===== src/eba_pkg.sv =====
// ----------------------------------------------------------------------------
// eba_pkg
// shared types, operation codes and constants of the accumulator alu
// ----------------------------------------------------------------------------
package eba_pkg;

  localparam int DataWidth = 8;
  localparam int FuncWidth = 3;
  localparam int SignBit   = DataWidth - 1;  // index of the msb, bit 7

  // operation codes, codes five to seven are ignored
  localparam logic [FuncWidth-1:0] FUNC_ADC = 3'd0;
  localparam logic [FuncWidth-1:0] FUNC_SBC = 3'd1;
  localparam logic [FuncWidth-1:0] FUNC_AND = 3'd2;
  localparam logic [FuncWidth-1:0] FUNC_ASL = 3'd3;
  localparam logic [FuncWidth-1:0] FUNC_CMP = 3'd4;

  // accumulator and flags
  typedef struct packed {
    logic [DataWidth-1:0] acc;
    logic                 c;
    logic                 z;
    logic                 n;
    logic                 v;
  } eba_state_t;

endpackage


===== src/eba_if.sv =====
// ----------------------------------------------------------------------------
// eba_in_if / eba_out_if
// valid/ready channels for operation requests and alu results
// ----------------------------------------------------------------------------
interface eba_in_if import eba_pkg::*; ();
  logic                 valid;
  logic                 ready;
  logic [FuncWidth-1:0] func;
  logic [DataWidth-1:0] operand;

  modport source (output valid, output func, output operand, input ready);
  modport sink   (input valid, input func, input operand, output ready);
endinterface

interface eba_out_if import eba_pkg::*; ();
  logic                 valid;
  logic                 ready;
  logic [DataWidth-1:0] acc_out;
  logic                 carry_flag;
  logic                 zero_flag;
  logic                 negative_flag;
  logic                 overflow_flag;

  modport source (output valid, output acc_out, output carry_flag, output zero_flag,
                  output negative_flag, output overflow_flag, input ready);
  modport sink   (input valid, input acc_out, input carry_flag, input zero_flag,
                  input negative_flag, input overflow_flag, output ready);
endinterface


===== src/eba_alu.sv =====
// ----------------------------------------------------------------------------
// eba_alu
// combinational datapath: next accumulator and flags from one operation
// ----------------------------------------------------------------------------
module eba_alu import eba_pkg::*; (
  input  eba_state_t           cur,
  input  logic [FuncWidth-1:0] func,
  input  logic [DataWidth-1:0] operand,
  output eba_state_t           nxt
);

  logic [DataWidth-1:0] addend;
  logic                 cin;
  logic [DataWidth:0]   sum;
  logic [DataWidth-1:0] res;

  // one shared adder: add, subtract (inverted operand) and compare (carry in one)
  always_comb begin
    addend = (func == FUNC_ADC) ? operand : ~operand;
    cin    = (func == FUNC_CMP) ? 1'b1 : cur.c;
    sum    = {1'b0, cur.acc} + {1'b0, addend} + {{DataWidth{1'b0}}, cin};
    res    = sum[DataWidth-1:0];
  end

  always_comb begin
    nxt = cur;
    unique case (func)
      FUNC_ADC, FUNC_SBC: begin
        nxt.acc = res;
        nxt.c   = sum[DataWidth];
        nxt.v   = ~(cur.acc[SignBit] ^ addend[SignBit]) & (cur.acc[SignBit] ^ res[SignBit]);
        nxt.z   = (res == '0);
        nxt.n   = res[SignBit];
      end
      FUNC_AND: begin
        nxt.acc = cur.acc & operand;
        nxt.z   = ((cur.acc & operand) == '0);
        nxt.n   = cur.acc[SignBit] & operand[SignBit];
      end
      FUNC_ASL: begin
        nxt.acc = {operand[DataWidth-2:0], 1'b0};
        nxt.c   = operand[SignBit];
        nxt.z   = (operand[DataWidth-2:0] == '0);
        nxt.n   = operand[SignBit-1];
      end
      FUNC_CMP: begin
        // no borrow out of acc - operand means acc >= operand
        nxt.c = sum[DataWidth];
        nxt.z = (res == '0);
        nxt.n = res[SignBit];
      end
      default: begin
        nxt = cur;
      end
    endcase
  end

endmodule


===== src/eight_bit_accumulator_alu.sv =====
// ----------------------------------------------------------------------------
// eight_bit_accumulator_alu
// accumulator alu with carry, zero, negative and overflow flags
// ----------------------------------------------------------------------------
// an accepted operation passes through the input register, then the
//   accumulator/flag register that drives the result; a blocked output
//   holds it in the input register
// throughput: one operation per cycle while results are taken, set by the
//   single adder feeding back into the accumulator and carry registers
// reset: synchronous active-low rst_n clears accumulator, flags and valids
// ----------------------------------------------------------------------------
module eight_bit_accumulator_alu import eba_pkg::*; (
  input  logic      clk,
  input  logic      rst_n,
  eba_in_if.sink    in_ch,
  eba_out_if.source out_ch
);

  // input register stage
  logic                 s1_valid_r;
  logic [FuncWidth-1:0] s1_func_r;
  logic [DataWidth-1:0] s1_operand_r;

  // architectural state, which is also the result register
  eba_state_t state_r;
  eba_state_t state_nxt;
  logic       out_valid_r;

  logic s1_advance;
  logic in_xfer;

  // the result slot frees when empty or when its transfer completes
  assign s1_advance   = s1_valid_r && (!out_valid_r || out_ch.ready);
  assign in_ch.ready  = !s1_valid_r || s1_advance;
  assign in_xfer      = in_ch.valid && in_ch.ready;

  always_ff @(posedge clk) begin
    if (!rst_n) begin
      s1_valid_r <= 1'b0;
    end else if (in_ch.ready) begin
      s1_valid_r <= in_ch.valid;
    end
  end

  // payload of the input register needs no reset
  always_ff @(posedge clk) begin
    if (in_xfer) begin
      s1_func_r    <= in_ch.func;
      s1_operand_r <= in_ch.operand;
    end
  end

  eba_alu u_alu (
    .cur     (state_r),
    .func    (s1_func_r),
    .operand (s1_operand_r),
    .nxt     (state_nxt)
  );

  // state moves only when a result is handed to the output slot, so the
  // reported values always match the accumulator and flags
  always_ff @(posedge clk) begin
    if (!rst_n) begin
      state_r     <= '0;
      out_valid_r <= 1'b0;
    end else begin
      if (s1_advance) begin
        state_r <= state_nxt;
      end
      if (s1_advance) begin
        out_valid_r <= 1'b1;
      end else if (out_ch.ready) begin
        out_valid_r <= 1'b0;
      end
    end
  end

  assign out_ch.valid         = out_valid_r;
  assign out_ch.acc_out       = state_r.acc;
  assign out_ch.carry_flag    = state_r.c;
  assign out_ch.zero_flag     = state_r.z;
  assign out_ch.negative_flag = state_r.n;
  assign out_ch.overflow_flag = state_r.v;

  // compare never writes the accumulator
  a_cmp_keeps_acc: assert property (@(posedge clk) disable iff (!rst_n)
    s1_advance && (s1_func_r == FUNC_CMP) |=> $stable(state_r.acc))
    else $error("compare changed the accumulator");

  // only add and subtract touch overflow
  a_ovf_only_arith: assert property (@(posedge clk) disable iff (!rst_n)
    s1_advance && (s1_func_r != FUNC_ADC) && (s1_func_r != FUNC_SBC) |=> $stable(state_r.v))
    else $error("overflow changed by a non-arithmetic operation");

  // input stalls only when both stages hold an item and the output is blocked
  a_stall_cause: assert property (@(posedge clk) disable iff (!rst_n)
    !in_ch.ready |-> s1_valid_r && out_valid_r && !out_ch.ready)
    else $error("input stalled without a blocked pipeline");

  // a result appears only from an item in the input stage
  a_result_source: assert property (@(posedge clk) disable iff (!rst_n)
    $rose(out_valid_r) |-> $past(s1_valid_r))
    else $error("result without a pending operation");

  // state changes only when an item leaves the input stage
  a_state_hold: assert property (@(posedge clk) disable iff (!rst_n)
    !s1_advance |=> $stable(state_r))
    else $error("state changed without an operation");

endmodule


===== src/flat_wrapper.sv =====
// flat-port wrapper written by rule: the top's interface ports become plain ports
module eight_bit_accumulator_alu_flat import eba_pkg::*;
  (clk, rst_n, in_ch_valid, in_ch_func, in_ch_operand, in_ch_ready, out_ch_valid, out_ch_acc_out, out_ch_carry_flag, out_ch_zero_flag, out_ch_negative_flag, out_ch_overflow_flag, out_ch_ready);
  eba_in_if in_ch_i ();
  eba_out_if out_ch_i ();
  input  logic clk;
  input  logic rst_n;
  input wire logic [$bits(in_ch_i.valid)-1:0] in_ch_valid;
  input wire logic [$bits(in_ch_i.func)-1:0] in_ch_func;
  input wire logic [$bits(in_ch_i.operand)-1:0] in_ch_operand;
  output wire logic [$bits(in_ch_i.ready)-1:0] in_ch_ready;
  output wire logic [$bits(out_ch_i.valid)-1:0] out_ch_valid;
  output wire logic [$bits(out_ch_i.acc_out)-1:0] out_ch_acc_out;
  output wire logic [$bits(out_ch_i.carry_flag)-1:0] out_ch_carry_flag;
  output wire logic [$bits(out_ch_i.zero_flag)-1:0] out_ch_zero_flag;
  output wire logic [$bits(out_ch_i.negative_flag)-1:0] out_ch_negative_flag;
  output wire logic [$bits(out_ch_i.overflow_flag)-1:0] out_ch_overflow_flag;
  input wire logic [$bits(out_ch_i.ready)-1:0] out_ch_ready;
  assign in_ch_i.valid = in_ch_valid;
  assign in_ch_i.func = in_ch_func;
  assign in_ch_i.operand = in_ch_operand;
  assign in_ch_ready = in_ch_i.ready;
  assign out_ch_valid = out_ch_i.valid;
  assign out_ch_acc_out = out_ch_i.acc_out;
  assign out_ch_carry_flag = out_ch_i.carry_flag;
  assign out_ch_zero_flag = out_ch_i.zero_flag;
  assign out_ch_negative_flag = out_ch_i.negative_flag;
  assign out_ch_overflow_flag = out_ch_i.overflow_flag;
  assign out_ch_i.ready = out_ch_ready;
  eight_bit_accumulator_alu u_core (.clk(clk), .rst_n(rst_n), .in_ch(in_ch_i), .out_ch(out_ch_i));
endmodule

===== config.mk =====
export PLATFORM = sky130hd
export DESIGN_NAME = eight_bit_accumulator_alu_flat
export DESIGN_NICKNAME = d
export VERILOG_FILES = /design/src/eba_pkg.sv /design/src/eba_if.sv /design/src/eba_alu.sv /design/src/eight_bit_accumulator_alu.sv /design/src/flat_wrapper.sv
export SDC_FILE = /design/constraint.sdc
export NUM_CORES = 1
export LEC_CHECK = 0
export ABC_CLOCK_PERIOD_IN_PS = 7000
export BUFFER_PORTS_ARGS = -buffer_cell sky130_fd_sc_hd__buf_2
export CORE_MARGIN = 5
export CORE_UTILIZATION = 35
export CTS_CLUSTER_DIAMETER = 80
export DETAILED_ROUTE_END_ITERATION = 8
export SLEW_MARGIN = 20
export SYNTH_ARGS = -nofsm -noshare
export SYNTH_HDL_FRONTEND = slang
export SYNTH_SLANG_ARGS = --single-unit

===== constraint.sdc =====
create_clock -name clk -period 7 [get_ports clk]
set_input_delay 1.05 -clock clk [delete_from_list [all_inputs] [get_ports clk]]
set_output_delay 1.05 -clock clk [all_outputs]
set_load 0.02 [all_outputs]

# Yosys cells after proc, flatten, opt, wreduce, memory -nomap -nowiden
# Index checks and enable logic that the tools add are counted.
# W data, S select, Z words.
dict set report word_totals {
  register_bits 25
  in_bits 15
  out_inout_bits 14
  wordCells 49
}
dict set report op_classes {
  add_sub_neg 2
  eq_ne 4
  n_mux 7
  bitwise_logic 7
  n_reduce_logical 20
}
# operator n
set op_table {}
lappend op_table {{$pmux W8 S3} 1}
lappend op_table {{$logic_not A8 Y1} 2}
lappend op_table {{$add A8 B8 Y9} 1}
lappend op_table {{$add A9 B1 Y9} 1}
lappend op_table {{$and A8 B8 Y8} 1}
lappend op_table {{$mux W8} 1}
lappend op_table {{$not A8 Y8} 1}
lappend op_table {{$reduce_and A2 Y1} 4}
lappend op_table {{$logic_not A7 Y1} 1}
lappend op_table {{$eq A3 B2 Y1 const B} 2}
lappend op_table {{$pmux W2 S3} 1}
lappend op_table {{$reduce_bool A3 Y1} 2}
lappend op_table {{$reduce_bool A2 Y1} 2}
lappend op_table {{$eq A3 B1 Y1 const B} 1}
lappend op_table {{$eq A3 B3 Y1 const B} 1}
lappend op_table {{$logic_not A3 Y1} 1}
lappend op_table {{$mux W1} 3}
lappend op_table {{$reduce_or A3 Y1} 1}
lappend op_table {{$and A1 B1 Y1} 2}
lappend op_table {{$logic_and A1 B1 Y1} 2}
lappend op_table {{$logic_not A1 Y1} 2}
lappend op_table {{$logic_or A1 B1 Y1} 2}
lappend op_table {{$pmux W1 S2} 1}
lappend op_table {{$reduce_or A2 Y1} 1}
lappend op_table {{2 further kinds} 3}

# Logic depth before layout (Yosys ltp)
dict set report depth {
  word_depth 6
  mapped_depth 12
  depth_no_buf 11
}

# Hierarchy
# From an unflattened synthesis, not the netlist that was laid out.
dict set report unflattened {
  hier_cells 216
  hier_area_um2 1838.0
}
# mod n_inst cells_per_inst area_per_inst_um2 seq_area_each_um2
set modules_own_cells {}
lappend modules_own_cells {eba_alu 1 144 925.9 0.0}
lappend modules_own_cells {eight_bit_accumulator_alu 1 72 912.1 610.6}

# Worst setup path after synthesis
# OpenSTA, ideal clock, no wires.
dict set report synth_path {
  path_kind {register to register}
  startpoint {register u_core.s1_func_r[2]}
  endpoint {register u_core.state_r (netlist bit u_core.out_ch.zero_flag)}
  setup_time_ps 116
  arrival_ps 2952
  t_required_ps 6884
  path_slack_ps 3932
  path_stages_with_launch 13
  n_path_buf 1
  period_less_slack_ps 3068
  cell_sequence {edfxtp_1 -> clkbuf_1 -> nor3_2 -> xor2_1 -> fa_1 -> inv_1 -> fa_1 -> a211oi_1 -> o21bai_1 -> a21oi_1 -> xnor2_1 -> nor2_1 -> a41o_2}
}
dict set report synth_via {
  elab_chain_len 6
  word_cells_on_any_way 14
  classes_between {2 x add/sub; 4 x eq/ne; 3 x mux; 5 x reduce/logical}
}
# item line
set synth_lines {}
lappend synth_lines {{start: declaration} eight_bit_accumulator_alu.sv:21} ;# logic [FuncWidth-1:0] s1_func_r;
lappend synth_lines {{start signal: assignment} eight_bit_accumulator_alu.sv:48} ;# s1_func_r <= in_ch.func;
lappend synth_lines {{$logic_not A3 Y1} {eba_alu.sv:19, eba_alu.sv:27}}
lappend synth_lines {{$mux W8} eba_alu.sv:19} ;# addend = (func == FUNC_ADC) ? operand : ~operand;
lappend synth_lines {{$add A8 B8 Y9} eba_alu.sv:21} ;# sum = {1'b0, cur.acc} + {1'b0, addend} + {{DataWidth{1'b0}}, cin};
lappend synth_lines {{$add A9 B1 Y9} eba_alu.sv:21}
lappend synth_lines {{$logic_not A8 Y1} {eba_alu.sv:32, eba_alu.sv:49}}
lappend synth_lines {{$pmux W2 S3} eba_alu.sv:27} ;# unique case (func)
lappend synth_lines {{end signal: assignment} eight_bit_accumulator_alu.sv:68} ;# state_r <= state_nxt;
lappend synth_lines {{end: declaration} eight_bit_accumulator_alu.sv:25} ;# eba_state_t state_r;
# Parallel ways exist; a longest one is shown, timed or not.
# A chain may end at the register's enable or synchronous reset.

# Worst setup path after layout
dict set report layout_path {
  startpoint {register u_core.s1_func_r[0]}
  endpoint {register u_core.state_r (netlist bit u_core.out_ch.zero_flag)}
}
# Same word-level chain as after synthesis.

==> metrics.sh <==
TIMING.REG2REG.SETUP_SLACK_PS=3540
CRIT_ARRIVAL_PS=3630
INSERTION_DELAY_PS=270
TIMING.FINAL.CRIT_PERIOD_PS=3460
DETAILED_PLACE_HPWL_UM=2870
CLOCK_SKEW_PS=1.53
DRT-VIAS-PER-INSTANCE=5.31
LAYOUT_WORST_PATH_CYCLE_SHARE=0.494
OUTCOME='finished clean'
SYNTH-SEQ-CELLS=25
FINAL_CELL_COUNT_NO_FILL=252
R2R_START='u_core.s1_func_r[0]'
CTSLONGESTPATHBUFFERS=2
ANTENNA-DIODE-COUNT=0
TIMING.MAX_SLEW.REL_SLACK=0.475
REPORT.FINAL.SETUP_VIOL=0
POST_SYNTH_INST_COUNT=175
FINAL_MAX_SLEW_VIOL_COUNT=0
HTREEDEPTH=1
GRT_FIRST_PASS_WIRELENGTH_UM=6210
HOLD-PATH-CELL-COUNT=2
POWER.DENSITY_CELL_AREA_nW_PER_UM2=187
POSTSYNTHAREAPERCELL_UM2=8.95
FIN_NETS=225
PLACEMENTROWS=24
CRITICALPATHCATEGORY='reg2reg'
ROUTED-VIA-COUNT=1339
POST-ROUTE-DRC-COUNT=0
DIE_Y_EXTENT_UM=76.9
WORST_HOLD_PATH.ENDPOINT='u_core.out_ch.acc_out[5]'
AREA_GROWTH_PCT=14.4
HOLD_START='u_core.out_ch.acc_out[5]'
GLOBAL_ROUTE.USAGE.TOTAL=0.128
DETAIL_ROUTE.FIRST_PASS.ITERATIONS=4
FP.DIEAREA_UM2=5910
TIMING.CRITICAL_PATH.FANOUT_MAX=21
TIMING.CRITICAL_PATH.TO_TYPE='flip-flop'
FLOORPLAN.INITIALDENSITY=0.360
SEQUENTIAL_CELL_AREA_FRACTION_IN_THE_YOSYS_REPORT=0.390
WORST-R2R-CELL-COUNT=11
GPL.FINAL_WEIGHTED_CONGESTION=0.946
YOSYSUNIQUECELLTYPES=41
CLK_ROOT_BUFFER_CELL='sky130_fd_sc_hd__clkbuf_8'
DRIVE_GT1_FRAC=0.180
CTSRESIZECOUNT=0
TIMING.FMAX_GHz=0.289
POSTLAYOUTCOREUTIL=0.411
DRT-INITIAL-DRC-COUNT=120
HOLD_BUFFERS=0
POST_SYNTH_INSTANCE_AREA_UM2=1570
POWER_LEAKAGE_uW=0.000724
IO_BUFFER_COUNT=28
CRITPATHLAUNCHTYPE='flip-flop'
CTS_SINKS=25
NUMBER_OF_GLOBAL_ROUTE_VIAS_BEFORE_REPAIR=1312
MIN_PATH_TYPE='reg2reg'
FINALSETUPTNS_PS=0
WORST_FLOP_TO_FLOP_PATH_ENDPOINT='u_core.out_ch.zero_flag'
NUMPLACEDINSTANCES=248
GRT_START_MAX_NET_PINS=22
DRT-TOTAL-WL_UM=3670
CAP_VIOLATIONS=0
TOP_LEVEL_PORTS=29
CP_DATA_REQUIRED_TIME_PS=7180
CLK_TRANSITION_REPORTED_PATHS_PS=100
YOSYSWARNINGS=0
CTS_SETUP_BUFFERS=0
TRITONCTS.NUM_BUFFERS=3
RSZ0062_AT_GRT='no'
REPORT.FINAL.HOLD_VIOL_COUNT=0
FLOORPLAN.CORE_AREA_UM2=4350
SLEW_OF_THE_PIN_WITH_THE_LOWEST_SLEW_MARGIN_PS=784
VDD_DROP_MAX_mV=0.106
OVERFLOW=0
DIE_W_UM=76.9
TRITONCTS_CLOCK_TREE='built'
NET_COUNT_AFTER_SYNTHESIS=199
WIRE_PER_INST_UM=14.6
NUMBER_OF_ANTENNA_VIOLATIONS_AT_THE_FIRST_CHECK_IN_GLOBAL_ROUTING=0
ANTENNA_LEFT=0
[cell type report]
type | count | area [um^2]
tap | 52 | 65.1
clock inverter | 1 | 8.76
clock buffer | 3 | 41.3
sequential | 25 | 611
inverter | 4 | 15.0
fill | 460 | 2560
multi-input combinational | 139 | 911
timing repair buffer | 28 | 140
[Yosys cell counts (all sizes together)]
library cell	count	area, um^2
xor2	5	43.8
ha	7	87.6
o21ai	8	40.0
o21bai	2	15.0
inv	4	15.0
a31oi	2	12.5
nand2b	4	25.0
fa	2	40.0
or2	1	6.26
a32o	1	10.0
nor2	10	40.0
nor2b	8	50.1
xnor2	10	87.6
a21oi	19	95.1
nor3b	1	7.51
nand2	22	82.6
nand3b	2	15.0
o32ai	1	8.76
a21boi	2	15.0
a211oi	4	30.0
dfxtp	14	280
a22oi	1	7.51
a22o	1	8.76
o2111ai	1	8.76
a41o	1	11.3
nand4	2	12.5
or4	2	15.0
edfxtp	11	330
o21a	2	15.0
o211ai	3	22.5
clkbuf	3	11.3
o41ai	1	8.76
nor3	1	10.0
and2	3	18.8
nor4	1	6.26
nand3	6	30.0
buf	4	18.8
a21o	2	15.0
and3b	1	8.76
[kinds of logic after synthesis]
family / synth area share
fa+ha+maj: 0.0815
buf+inv: 0.0287
xor+xnor: 0.0839
simple gates: 0.209
compound gates: 0.207
flops: 0.390
[per-stage QoR]
| stage | instance area, um^2 | worst slack (ps) | power [uW] | hold WS, ps |
|---|---|---|---|---|
| detailed placement | 1740 | 3570 | 244 | 519 |
| CTS | 1790 | 3540 | 338 | 540 |
| floorplan | 1570 | 3930 | 224 | 486 |
| finish | 1790 | 3540 | 334 | 538 |
| global placement | 1740 | 3650 | 245 | 514 |
| global route | 1790 | 3260 | 355 | 579 |
[power breakdown]
part           leakage (uW)  switching, uW  internal, uW  total (uW)
sequential         0.000221           10.8           160         171
clock             0.0000261           51.0          41.8        92.8
combinational      0.000476           40.9          29.5        70.4
[layer usage]
layer,GRT usage,share of wire
met4,0.0227,0.0054
met3,0.0316,0.060
met5,0,0
met2,0.199,0.45
met1,0.181,0.49
[layout by cell type, fill, tap and decap left out, types with 2 or more instances in the layout]
cell	n
sky130_fd_sc_hd__a21oi_1	19
sky130_fd_sc_hd__a31oi_1	2
sky130_fd_sc_hd__buf_2	28
sky130_fd_sc_hd__a21boi_0	2
sky130_fd_sc_hd__a211oi_1	4
sky130_fd_sc_hd__o21ai_0	8
sky130_fd_sc_hd__o21a_1	2
sky130_fd_sc_hd__inv_1	4
sky130_fd_sc_hd__clkbuf_8	3
sky130_fd_sc_hd__ha_1	7
sky130_fd_sc_hd__a21o_1	2
sky130_fd_sc_hd__xnor2_1	10
sky130_fd_sc_hd__edfxtp_1	11
sky130_fd_sc_hd__or4_1	2
sky130_fd_sc_hd__nand2_1	22
sky130_fd_sc_hd__nand3_1	6
sky130_fd_sc_hd__o21bai_1	2
sky130_fd_sc_hd__nor2_1	9
sky130_fd_sc_hd__nand2b_1	4
sky130_fd_sc_hd__o211ai_1	3
sky130_fd_sc_hd__fa_1	2
sky130_fd_sc_hd__xor2_1	5
sky130_fd_sc_hd__nand3b_1	2
sky130_fd_sc_hd__and2_1	3
sky130_fd_sc_hd__dfxtp_1	14
sky130_fd_sc_hd__nand4_1	2
sky130_fd_sc_hd__nor2b_1	8
[worst max-delay path by stage]
| stage | start | to | slack, ps | cells after the start |
|---|---|---|---|---|
| after floorplan | u_core.s1_func_r[2] | u_core.out_ch.zero_flag | 3930 | 12 |
| after global placement | u_core.s1_func_r[0] | u_core.out_ch.zero_flag | 3650 | 11 |
| after detailed placement | u_core.s1_func_r[0] | u_core.out_ch.zero_flag | 3570 | 11 |
| after CTS | u_core.s1_func_r[0] | u_core.out_ch.zero_flag | 3540 | 11 |
| after global routing | u_core.s1_func_r[0] | u_core.out_ch.zero_flag | 3260 | 11 |
| final | u_core.s1_func_r[0] | u_core.out_ch.zero_flag | 3540 | 11 |
[critical path: stages (launching register included)]
cell and delay, ps:
sky130_fd_sc_hd__edfxtp_1 650, sky130_fd_sc_hd__nor3_2 690, sky130_fd_sc_hd__xor2_1 240, sky130_fd_sc_hd__fa_1 220, sky130_fd_sc_hd__inv_1 50, sky130_fd_sc_hd__fa_1 410
sky130_fd_sc_hd__a211oi_1 270, sky130_fd_sc_hd__o21bai_1 100, sky130_fd_sc_hd__a21oi_1 220, sky130_fd_sc_hd__xnor2_1 160, sky130_fd_sc_hd__nor2_1 70, sky130_fd_sc_hd__a41o_2 260
(Power assumes the default switching activity.)
